==> src/rtl/core/bitmap_slot_allocator_top_defines.svh <==
// Assertion macros for the bitmap slot allocator.
// Used by bitmap_slot_allocator_top in rtl/core; no other dependencies.
`ifndef BITMAP_SLOT_ALLOCATOR_TOP_DEFINES_SVH
`define BITMAP_SLOT_ALLOCATOR_TOP_DEFINES_SVH
`ifndef SYNTHESIS
// Clocked check, disabled while reset is asserted.
`define BSA_ASSERT(lbl, clk, rstn, prop) \
    lbl: assert property (@(posedge clk) disable iff (!rstn) prop) \
        else $error("bsa check failed");
// Clocked check that also runs during reset.
`define BSA_ASSERT_ALWAYS(lbl, clk, prop) \
    lbl: assert property (@(posedge clk) prop) \
        else $error("bsa check failed");
`else
`define BSA_ASSERT(lbl, clk, rstn, prop)
`define BSA_ASSERT_ALWAYS(lbl, clk, prop)
`endif
`endif

==> src/rtl/core/bsa_pkg.sv <==
// Shared constants and types for the bitmap slot allocator.
// No dependencies.
package bsa_pkg;

    localparam int MAP_WORDS_DEF  = 32;
    localparam int PAGE_SHIFT_DEF = 12;

    localparam int          WORD_BITS   = 32;
    localparam logic [31:0] WINDOW_BASE = 32'h0040_0000;
    localparam logic [31:0] TOP_BIT     = 32'h8000_0000;
    localparam logic [31:0] ALL_FREE    = 32'hffff_ffff;

    typedef logic [1:0] status_t;

    localparam status_t STATUS_OK    = 2'd0;
    localparam status_t STATUS_FULL  = 2'd1;
    localparam status_t STATUS_RANGE = 2'd2;

    localparam logic CMD_ALLOC = 1'b0;
    localparam logic CMD_FREE  = 1'b1;

endpackage

==> src/rtl/core/bsa_map_mem.sv <==
// Free-map storage: one 32-bit word per entry, single write port,
// single registered read port. Depends on bsa_pkg.
module bsa_map_mem #(
    parameter int DEPTH = bsa_pkg::MAP_WORDS_DEF,
    parameter int AW    = 5
) (
    input  logic          clk,
    input  logic          we,
    input  logic [AW-1:0] waddr,
    input  logic [31:0]   wdata,
    input  logic          re,
    input  logic [AW-1:0] raddr,
    output logic [31:0]   rdata
);

    logic [31:0] mem_reg [DEPTH];
    logic [31:0] rdata_reg;

    always_ff @(posedge clk)
    begin
        if (we)
        begin
            mem_reg[waddr] <= wdata;
        end
        if (re)
        begin
            rdata_reg <= mem_reg[raddr];
        end
    end

    assign rdata = rdata_reg;

endmodule

==> src/rtl/core/bsa_word_op.sv <==
// Word modify for one transaction: leading free bit search, bit clear/set,
// and slot address composition. Depends on bsa_pkg.
module bsa_word_op #(
    parameter int WW         = 5,
    parameter int PAGE_SHIFT = bsa_pkg::PAGE_SHIFT_DEF
) (
    input  logic          command,
    input  logic [31:0]   word_in,
    input  logic [WW-1:0] word_idx,
    input  logic [4:0]    free_pos,
    output logic [31:0]   word_out,
    output logic [31:0]   slot_addr
);

    logic [4:0]      lead_pos;
    logic [WW+4:0]   slot;
    logic [63:0]     addr_wide;

    // MSB-first numbering: highest set bit is the lowest slot
    always_comb
    begin
        lead_pos = '0;
        for (int i = 0; i < 32; i++)
        begin
            if (word_in[i])
            begin
                lead_pos = 5'(31 - i);
            end
        end
    end

    always_comb
    begin
        if (command == bsa_pkg::CMD_ALLOC)
        begin
            word_out = word_in & ~(bsa_pkg::TOP_BIT >> lead_pos);
        end
        else
        begin
            word_out = word_in | (bsa_pkg::TOP_BIT >> free_pos);
        end
    end

    assign slot      = {word_idx, lead_pos};
    assign addr_wide = (64'(slot) << PAGE_SHIFT) + 64'(bsa_pkg::WINDOW_BASE);
    assign slot_addr = addr_wide[31:0];

endmodule

==> src/rtl/core/bitmap_slot_allocator_top.sv <==
// Bitmap slot allocator, top level.
// Depends on bsa_pkg, bsa_map_mem, bsa_word_op and the defines header.
//
// Usage:
//  - Input stream (s_axis_*): tuser = command (0 allocate, 1 free),
//    tdata = slot_address (used on free only).
//  - Output stream (m_axis_*): one result transaction per input,
//    tdata = granted_address, tuser = status (0 ok, 1 full, 2 out of window).
//  - Each transaction goes through accept (summary priority encode and
//    map word read issue), then update (word modify, write back, result
//    load). One transaction is in work at a time, so the next allocate
//    always sees the previous update.
//  - Result appears on m_axis right after the update edge.
//  - Reset: every slot is free at once. A fill count marks which map words
//    have been written; words at or above it read as all free, so no
//    clearing pass is needed and the block is ready right after reset.
//  - Receiver stall: the result sits in the output register; the next
//    input is still accepted and read, and its update waits until the
//    output register drains.
`include "bitmap_slot_allocator_top_defines.svh"

module bitmap_slot_allocator_top #(
    parameter int MAP_WORDS  = bsa_pkg::MAP_WORDS_DEF,
    parameter int PAGE_SHIFT = bsa_pkg::PAGE_SHIFT_DEF
) (
    input  logic        clk,
    input  logic        rst_n,
    input  logic        s_axis_tvalid,
    output logic        s_axis_tready,
    input  logic [31:0] s_axis_tdata,   // [31:0] slot_address
    input  logic        s_axis_tuser,   // [0] command
    output logic        m_axis_tvalid,
    input  logic        m_axis_tready,
    output logic [31:0] m_axis_tdata,   // [31:0] granted_address
    output logic [1:0]  m_axis_tuser    // [1:0] status
);

    localparam int WW = (MAP_WORDS > 1) ? $clog2(MAP_WORDS) : 1;
    localparam int FW = $clog2(MAP_WORDS + 1);
    localparam logic [31:0] SLOT_COUNT = 32'(MAP_WORDS * bsa_pkg::WORD_BITS);

    localparam logic ST_IDLE = 1'b0;
    localparam logic ST_UPD  = 1'b1;

    logic                  state_reg, state_next;
    logic                  cmd_reg;
    logic                  hit_reg;       // allocate found a word / free in window
    logic [WW-1:0]         word_reg;
    logic [4:0]            pos_reg;
    logic [FW-1:0]         fill_reg;      // words below this have been written
    logic [MAP_WORDS-1:0]  sum_reg;       // 1 = word has a free slot

    logic                  m_valid_reg;
    logic [31:0]           m_data_reg;
    bsa_pkg::status_t      m_user_reg;

    logic                  accept;
    logic                  update;
    logic [WW-1:0]         enc_idx;
    logic                  sum_any;
    logic                  below_win;
    logic [31:0]           win_off;
    logic [31:0]           slot_w;
    logic                  in_range;
    logic [WW-1:0]         acc_word;
    logic                  acc_hit;

    logic [31:0]           rd_data;
    logic [31:0]           word_eff;
    logic [31:0]           word_new;
    logic [31:0]           slot_addr;
    logic                  wr_en;

    assign s_axis_tready = (state_reg == ST_IDLE);
    assign accept        = s_axis_tvalid && s_axis_tready;
    assign update        = (state_reg == ST_UPD) && (!m_valid_reg || m_axis_tready);

    // Lowest word with a free slot
    always_comb
    begin
        enc_idx = '0;
        for (int i = MAP_WORDS - 1; i >= 0; i--)
        begin
            if (sum_reg[i])
            begin
                enc_idx = WW'(i);
            end
        end
    end
    assign sum_any = |sum_reg;

    // Free address decode
    assign below_win = s_axis_tdata < bsa_pkg::WINDOW_BASE;
    assign win_off   = s_axis_tdata - bsa_pkg::WINDOW_BASE;
    assign slot_w    = win_off >> PAGE_SHIFT;
    assign in_range  = !below_win && (slot_w < SLOT_COUNT);

    always_comb
    begin
        if (s_axis_tuser == bsa_pkg::CMD_ALLOC)
        begin
            acc_word = enc_idx;
            acc_hit  = sum_any;
        end
        else
        begin
            acc_word = slot_w[WW+4:5];
            acc_hit  = in_range;
        end
    end

    bsa_map_mem #(
        .DEPTH (MAP_WORDS),
        .AW    (WW)
    ) u_mem (
        .clk   (clk),
        .we    (wr_en),
        .waddr (word_reg),
        .wdata (word_new),
        .re    (accept),
        .raddr (acc_word),
        .rdata (rd_data)
    );

    // Never-written words read as all free
    assign word_eff = (FW'(word_reg) >= fill_reg) ? bsa_pkg::ALL_FREE : rd_data;

    bsa_word_op #(
        .WW         (WW),
        .PAGE_SHIFT (PAGE_SHIFT)
    ) u_op (
        .command   (cmd_reg),
        .word_in   (word_eff),
        .word_idx  (word_reg),
        .free_pos  (pos_reg),
        .word_out  (word_new),
        .slot_addr (slot_addr)
    );

    assign wr_en = update && hit_reg;

    always_comb
    begin
        state_next = state_reg;
        unique case (state_reg)
            ST_IDLE:
            begin
                if (accept)
                begin
                    state_next = ST_UPD;
                end
            end
            ST_UPD:
            begin
                if (update)
                begin
                    state_next = ST_IDLE;
                end
            end
            default:
            begin
                state_next = ST_IDLE;
            end
        endcase
    end

    always_ff @(posedge clk or negedge rst_n)
    begin
        if (!rst_n)
        begin
            state_reg   <= ST_IDLE;
            fill_reg    <= '0;
            sum_reg     <= '1;
            m_valid_reg <= 1'b0;
        end
        else
        begin
            state_reg <= state_next;
            if (wr_en)
            begin
                sum_reg[word_reg] <= (word_new != 32'd0);
                if (cmd_reg == bsa_pkg::CMD_ALLOC && FW'(word_reg) == fill_reg)
                begin
                    fill_reg <= fill_reg + FW'(1);
                end
            end
            if (update)
            begin
                m_valid_reg <= 1'b1;
            end
            else if (m_axis_tready)
            begin
                m_valid_reg <= 1'b0;
            end
        end
    end

    // Transaction payload and result registers
    always_ff @(posedge clk)
    begin
        if (accept)
        begin
            cmd_reg  <= s_axis_tuser;
            hit_reg  <= acc_hit;
            word_reg <= acc_word;
            pos_reg  <= slot_w[4:0];
        end
        if (update)
        begin
            if (cmd_reg == bsa_pkg::CMD_ALLOC)
            begin
                m_data_reg <= hit_reg ? slot_addr : 32'd0;
                m_user_reg <= hit_reg ? bsa_pkg::STATUS_OK : bsa_pkg::STATUS_FULL;
            end
            else
            begin
                m_data_reg <= 32'd0;
                m_user_reg <= hit_reg ? bsa_pkg::STATUS_OK : bsa_pkg::STATUS_RANGE;
            end
        end
    end

    assign m_axis_tvalid = m_valid_reg;
    assign m_axis_tdata  = m_data_reg;
    assign m_axis_tuser  = m_user_reg;

    // Summary must agree with the map word picked for an allocate
    `BSA_ASSERT(a_alloc_word_nonzero, clk, rst_n, (state_reg == ST_UPD && cmd_reg == bsa_pkg::CMD_ALLOC && hit_reg) |-> (word_eff != 32'd0))
    `BSA_ASSERT(a_fill_bounded, clk, rst_n, fill_reg <= FW'(MAP_WORDS))
    `BSA_ASSERT(a_result_after_update, clk, rst_n, $rose(m_axis_tvalid) |-> $past(state_reg == ST_UPD))
    `BSA_ASSERT(a_accept_to_update, clk, rst_n, accept |=> (state_reg == ST_UPD))
    `BSA_ASSERT_ALWAYS(a_reset_idle, clk, !rst_n |=> (state_reg == ST_IDLE))

endmodule
==> config.mk <==
export PLATFORM = sky130hd
export DESIGN_NAME = bitmap_slot_allocator_top
export DESIGN_NICKNAME = d
export VERILOG_FILES = /design/src/rtl/core/bsa_pkg.sv /design/src/rtl/core/bsa_map_mem.sv /design/src/rtl/core/bsa_word_op.sv /design/src/rtl/core/bitmap_slot_allocator_top.sv
export VERILOG_INCLUDE_DIRS = /design/src /design/src/rtl/core
export SDC_FILE = /design/constraint.sdc
export NUM_CORES = 1
export LEC_CHECK = 0
export BUFFER_PORTS_ARGS = -buffer_cell sky130_fd_sc_hd__buf_2
export CORE_ASPECT_RATIO = 2
export CORE_MARGIN = 10
export CORE_UTILIZATION = 50
export CTS_BUF_LIST = sky130_fd_sc_hd__clkbuf_4
export CTS_CLUSTER_SIZE = 20
export DETAILED_ROUTE_END_ITERATION = 8
export GPL_TIMING_DRIVEN = 0
export PLACE_DENSITY = 0.7
export SKIP_CTS_REPAIR_TIMING = 1
export SYNTH_ARGS = -nofsm -noshare
export SYNTH_HDL_FRONTEND = slang
export SYNTH_SLANG_ARGS = --single-unit
==> constraint.sdc <==
create_clock -name clk -period 5.4 [get_ports clk]
set_input_delay 0.81 -clock clk [delete_from_list [all_inputs] [get_ports clk]]
set_output_delay 0.81 -clock clk [all_outputs]
set_load 0.01 [all_outputs]
# [Word-level counts from Yosys, hierarchy flattened]
# Memory sizes are Yosys's and may differ from the RTL's. A register that Yosys moved wholly into a read port is not among the register bits.
# Cells that the tools add are included.
[classes] addsub=3 n_lt_le_gt_ge=5 n_eq_ne=1 shifts=2 mux=81 bitwise=6 n_reduce_logical=14
[ops] op="$mux W5" count=65
[ops] op="$mux W32" count=2
[ops] op="$shr A32 B5 Y32 const A" count=2
[ops] op="$and A32 B32 Y32" count=1
[ops] op="$bwmux W32" count=1
[ops] op="$lt A32 B23 Y1 const B" count=1
[ops] op="$not A32 Y32" count=1
[ops] op="$or A32 B32 Y32" count=1
[ops] op="$reduce_bool A32 Y1" count=1
[ops] op="$reduce_or A32 Y1" count=1
[ops] op="$sub A32 B23 Y32 const B" count=1
[ops] op="$add A22 B23 Y24 const B" count=1
[ops] op="$lt A20 B11 Y1 const B" count=1
[ops] op="$mux W1" count=9
[ops] op="$add A6 B1 Y6 const B" count=1
[ops] op="$eq A5 B6 Y1" count=1
[ops] op="$ge A5 B6 Y1" count=1
[ops] op="$logic_and A1 B1 Y1" count=6
[ops] op="$lt A5 B6 Y1 const B" count=1
[ops] op="$demux W1 S5" count=1
[ops] op="$ge A5 B1 Y1 const B" count=1
[ops] op="$mux W2" count=2
[ops] op="$not A1 Y1" count=3
[ops] op="$logic_not A1 Y1" count=2
[ops] op="other kinds (5)" count=5
[word_totals] ff_bits=86 ramBits=1024 input_bits=37 mem_count=1
[mem_list] name="u_mem.mem_reg" words=32 word_bits=32 read_ports=1 rd_clocked_by_memory_dff=1 write_ports=1 line="bsa_map_mem.sv:16" text="logic [31:0] mem_reg [DEPTH];"

# [Logic depth before layout (Yosys ltp)]
[depth] ltp_word=40 mapped_depth=15 ltp_nobuf=11

# [Cells and area by module]
# Synthesis repeated with hierarchy kept, for this count alone.
[unflattened] hier_cells=2832 area_unflattened_um2=46390.7
[modules_own_cells] mod="bsa_map_mem" instances=1 cells_each=2260 area_per_inst_um2=40805.4
[modules_own_cells] mod="bitmap_slot_allocator_top" instances=1 cells_each=372 area_per_inst_um2=4280.4
[modules_own_cells] mod="bsa_word_op" instances=1 cells_each=200 area_per_inst_um2=1305.0

# [Worst setup path after synthesis]
# OpenSTA, ideal clock, no wires.
[synth_path] path_kind="flip-flop to flip-flop" start="register word_reg[3]" end="register sum_reg[10]" setup_ns=0.080 arrival_ns=3.944 path_slack_ns=1.376 stages_incl_launch_ff=14 cell_sequence="edfxtp_1 ha_1 a211oi_1 or3_1 o21ai_1 clkbuf_1 buf_1 a211oi_1 a41oi_1 nor4_1 and4b_1 buf_6 buf_12 a41oi_2"
[synth_via] elab_chain_len=40
[synth_rtl] element="start, declared" line="bitmap_slot_allocator_top.sv:48" text="logic [WW-1:0] word_reg;"
[synth_rtl] element="start signal, assigned" line="bitmap_slot_allocator_top.sv:205" text="word_reg <= acc_word;"
[synth_rtl] element="$ge A5 B6 Y1 *" line="bitmap_slot_allocator_top.sv:126" text="assign word_eff = (FW'(word_reg) >= fill_reg) ? bsa_pkg::ALL_FREE : rd_data;"
[synth_rtl] element="$mux W32 *" line="bitmap_slot_allocator_top.sv:126"
[synth_rtl] element="$mux W5 (32 in a row)" line="bsa_word_op.sv:25" text="if (word_in[i])"
[synth_rtl] element="$shr A32 B5 Y32" line="bsa_word_op.sv:36" text="word_out = word_in & ~(bsa_pkg::TOP_BIT >> lead_pos);"
[synth_rtl] element="$not A32 Y32" line="bsa_word_op.sv:36"
[synth_rtl] element="$and A32 B32 Y32" line="bsa_word_op.sv:36"
[synth_rtl] element="$mux W32 *" line="bsa_word_op.sv:34" text="if (command == bsa_pkg::CMD_ALLOC)"
[synth_rtl] element="named net u_mem.wdata[30]" line="bsa_map_mem.sv:10" text="input logic [31:0] wdata,"
[synth_rtl] element="$reduce_bool A32 Y1 *" line="bitmap_slot_allocator_top.sv:181" text="sum_reg[word_reg] <= (word_new != 32'd0);"
[synth_rtl] element="$bwmux W32 *" line="bitmap_slot_allocator_top.sv:181"
[synth_rtl] element="end signal, assigned by index" line="bitmap_slot_allocator_top.sv:181"
[synth_rtl] element="end, declared" line="bitmap_slot_allocator_top.sv:51" text="logic [MAP_WORDS-1:0] sum_reg;"
# Mark *: on every way through the listed nets, which the timed path passes. The rest lies on a longest branch.
# A chain may end at the register's enable or synchronous reset.

# [Worst setup path after layout]
[layout_path] start="register sum_reg[8]" end="register u_mem.rdata_reg[10] (netlist: u_mem.rdata[10]), read port of u_mem.mem_reg (data pin)"
[layout_via] elab_chain_len=10
[layout_rtl] element="$mux W5 (9 in a row)" line="bitmap_slot_allocator_top.sv:84" text="if (sum_reg[i])"
[layout_rtl] element="$mux W5" line="bitmap_slot_allocator_top.sv:100" text="if (s_axis_tuser == bsa_pkg::CMD_ALLOC)"
[layout_rtl] element="end, declared" line="bsa_map_mem.sv:17" text="logic [31:0] rdata_reg;"
# No other way between the ends.

==> metrics.txt <==
status=complete, no violations; period utilization=98.4%; GRT Util Overall=26.6%; Worst VDD drop=0.249 mV; fmax=188 MHz; synthesized area=46300 µm²; share of cells above drive strength 1=16.4%; Routability Congestion=0.989; core area=91700 µm²; first-pass GRT wire length=206000 µm; count of final hold-check violations=0; DP HPWL=102000 µm; WL/cell=29.2 µm; adder-cell area share of the yosys netlist=0.162%; sequential area share after synthesis=72.3%; P_leak=17.5 nW; total congestion overflow=0; WS Path Type=reg -> reg; Remaining DRCs=0; Layout Nets=3630; vias=30887; largest family of logic cells by synthesized area=compound AO/OA/AOI/OAI gates; crit path to=u_mem.rdata[10]$_DFFE_PP_; Rel. slew slack=1.00%; vias in the first global route=31769; worst-path maximum fanout=10; Reg2Reg Launch Point=sum_reg[8]$_DFFE_PN1P_; mux contribution to synthesized area=5.56%; Setup violations, final=0; CTS Buf Count=227; Finished Cell Area=52600 µm²; Avg Cell Area, Syn=14.3 µm²; Cell variety after synth=81; Worst setup SP type=flop; Synthesis Warnings=0; I/O pin count=73; die footprint=106000 µm²; Starting Density=50.5%; Bufs on Longest Clock Path=3; initial antenna violation count=6; Power Dens Cells=511 nW/µm²; worst path required time=6.18 ns; Hold Crit Class=in -> reg; clock latency on the worst-skew pair=1.11 ns; starting DRC count in detailed routing=2965; post-synthesis simple-gate area fraction=8.17%; Post-synth EDFFs=1081; Clk pin slew, worst setup/hold paths=0.07 ns; CP Capture Type=flop; Final Slew Violations=0; Setup TNS=0 ns; reg2reg setup slack=0.08 ns; Worst R2R Path Depth=12; clock root buffer master=clkbuf_4; die width=235 µm; DP Area=49700 µm²; shortest period the worst path allows=5.32 ns; Die Height=450 µm; Sink Count=1121; WL final=145000 µm; MaxCap Viol Count=0; most frequently used flop master after synthesis=edfxtp_1; Detailed Routing Iterations Pass 1=8; crit path from=sum_reg[8]$_DFFE_PN1P_; Routed Antenna Nets=0; Compound-Gate Fraction of Synth Area=10.7%; Clock Skew=0.0669 ns; FP Rows=157; Layout Utilization=57.4%; max reg flops=1024; H-tree depth=4; Cells after Synth=3233; Synth Register Bits=1121; XOR/XNOR Fraction of Synth Area=0.0756%; worst reg2reg path endpoint=u_mem.rdata[10]$_DFFE_PP_; Synth async-reset ratio=3.57%; worst path arrival time=6.10 ns; CTS tree=built; RSZ-0062 raised after global routing=no; largest net degree at the start of global routing=41; area grow syn2layout=13.6%; post-DR vias/cell=6.23; actual slew at the worst max-slew pin=1.48 ns; IO buf count=39
how the worst min path moves through the flow:
stage / depth (start not counted) / end / startpoint
detailed placement: 1 / fill_reg[5]$_DFFE_PN0P_ / fill_reg[5]$_DFFE_PN0P_
global route: 1 / cmd_reg$_DFFE_PP_ / s_axis_tuser
finish: 1 / cmd_reg$_DFFE_PP_ / s_axis_tuser
floorplan: 1 / fill_reg[5]$_DFFE_PN0P_ / fill_reg[5]$_DFFE_PN0P_
CTS: 1 / fill_reg[1]$_DFFE_PN0P_ / rst_n
global placement: 2 / m_axis_tvalid$_DFFE_PN0P_ / state_reg$_DFF_PN0_
cell type report:
type / count / area (µm²)
clock buffer: 316 / 2370
buffer: 233 / 1030
antenna: 2 / 5.00
fill: 7171 / 39100
tap: 1192 / 1490
multi-input combinational: 1808 / 12000
sequential: 1121 / 33500
clock inverter: 90 / 478
timing repair buffer: 105 / 1380
inverter: 91 / 342
critical path, stage by stage, from the launching register on:
cell and delay, ns:
dfstp_2 0.56, inv_1 0.04, a21oi_1 0.13, o21ai_0 0.14, or2_2 0.34, o21ba_2 0.19, clkbuf_1 0.32, nor2_1 0.50
clkbuf_1 0.73, clkbuf_1 0.75, mux2i_1 0.38, o22ai_1 0.16, nor4_1 0.77
placed cells by master, fill, tap and decap left out, drive strengths merged, types with 65 or more instances in the layout:
cell    count
a21oi     138
o221ai     65
buf       157
edfxtp   1081
o211ai     68
a32oi      66
nand3     111
mux2i     256
nor2      184
o22ai      66
clkinv     76
inv        99
clkbuf    490
nand2     422
stage by stage:
stage	power [mW]	hold WS, ns	std cells	setup slack [ns]
final	26.9	0.0888	4958	0.0847
after global routing	27.8	0.0277	4958	0.00113
after CTS	26.7	-0.193	4949	-0.401
after detailed placement	20.7	0.473	4543	-0.342
after global placement	20.3	0.476	4484	-1.96
after floorplan	16.5	0.450	3253	1.38
cells in the mapped netlist, types with 28 or more instances:
cell,number,share of area [%]
clkbuf_1,174,1.4
o2111ai_1,33,0.62
inv_1,89,0.72
dfstp_2,32,1.8
o22ai_1,65,0.88
nand2_1,421,3.4
a21o_1,34,0.55
a41oi_2,30,1.1
a21oi_1,137,1.5
mux2i_1,256,5.5
a311oi_1,33,0.62
buf_1,28,0.23
a32oi_1,66,1.2
nor4_1,50,0.68
nor2_1,184,1.5
o221ai_1,65,1.2
o211ai_1,67,1.1
o21ai_0,45,0.49
nand3_1,111,1.2
edfxtp_1,1081,70
logic make-up after synthesis:
family / count (synthesis)
flops: 1121
other cells: 1
simple gates: 863
fa+ha+maj: 6
xor+xnor: 4
compound gates: 657
buf+inv: 324
mux: 257
report_power, final:
part,leakage (nW),internal [mW],switching (mW),total [mW]
clock network,1.69,2.90,3.23,6.13
registers,9.99,10.6,0.338,10.9
logic,5.79,2.77,7.07,9.84
total,17.5,16.3,10.6,26.9
routing by layer:
metal / up-vias / track usage (%) / wire, µm
met2: 1717 / 49.9 / 79200
met5: - / 0 / 41
li1: 13360 / - / -
met4: 6 / 21.6 / 12200
met1: 15167 / 24.4 / 43500
met3: 637 / 5.09 / 9970
Power figures use the tool's default switching activity.
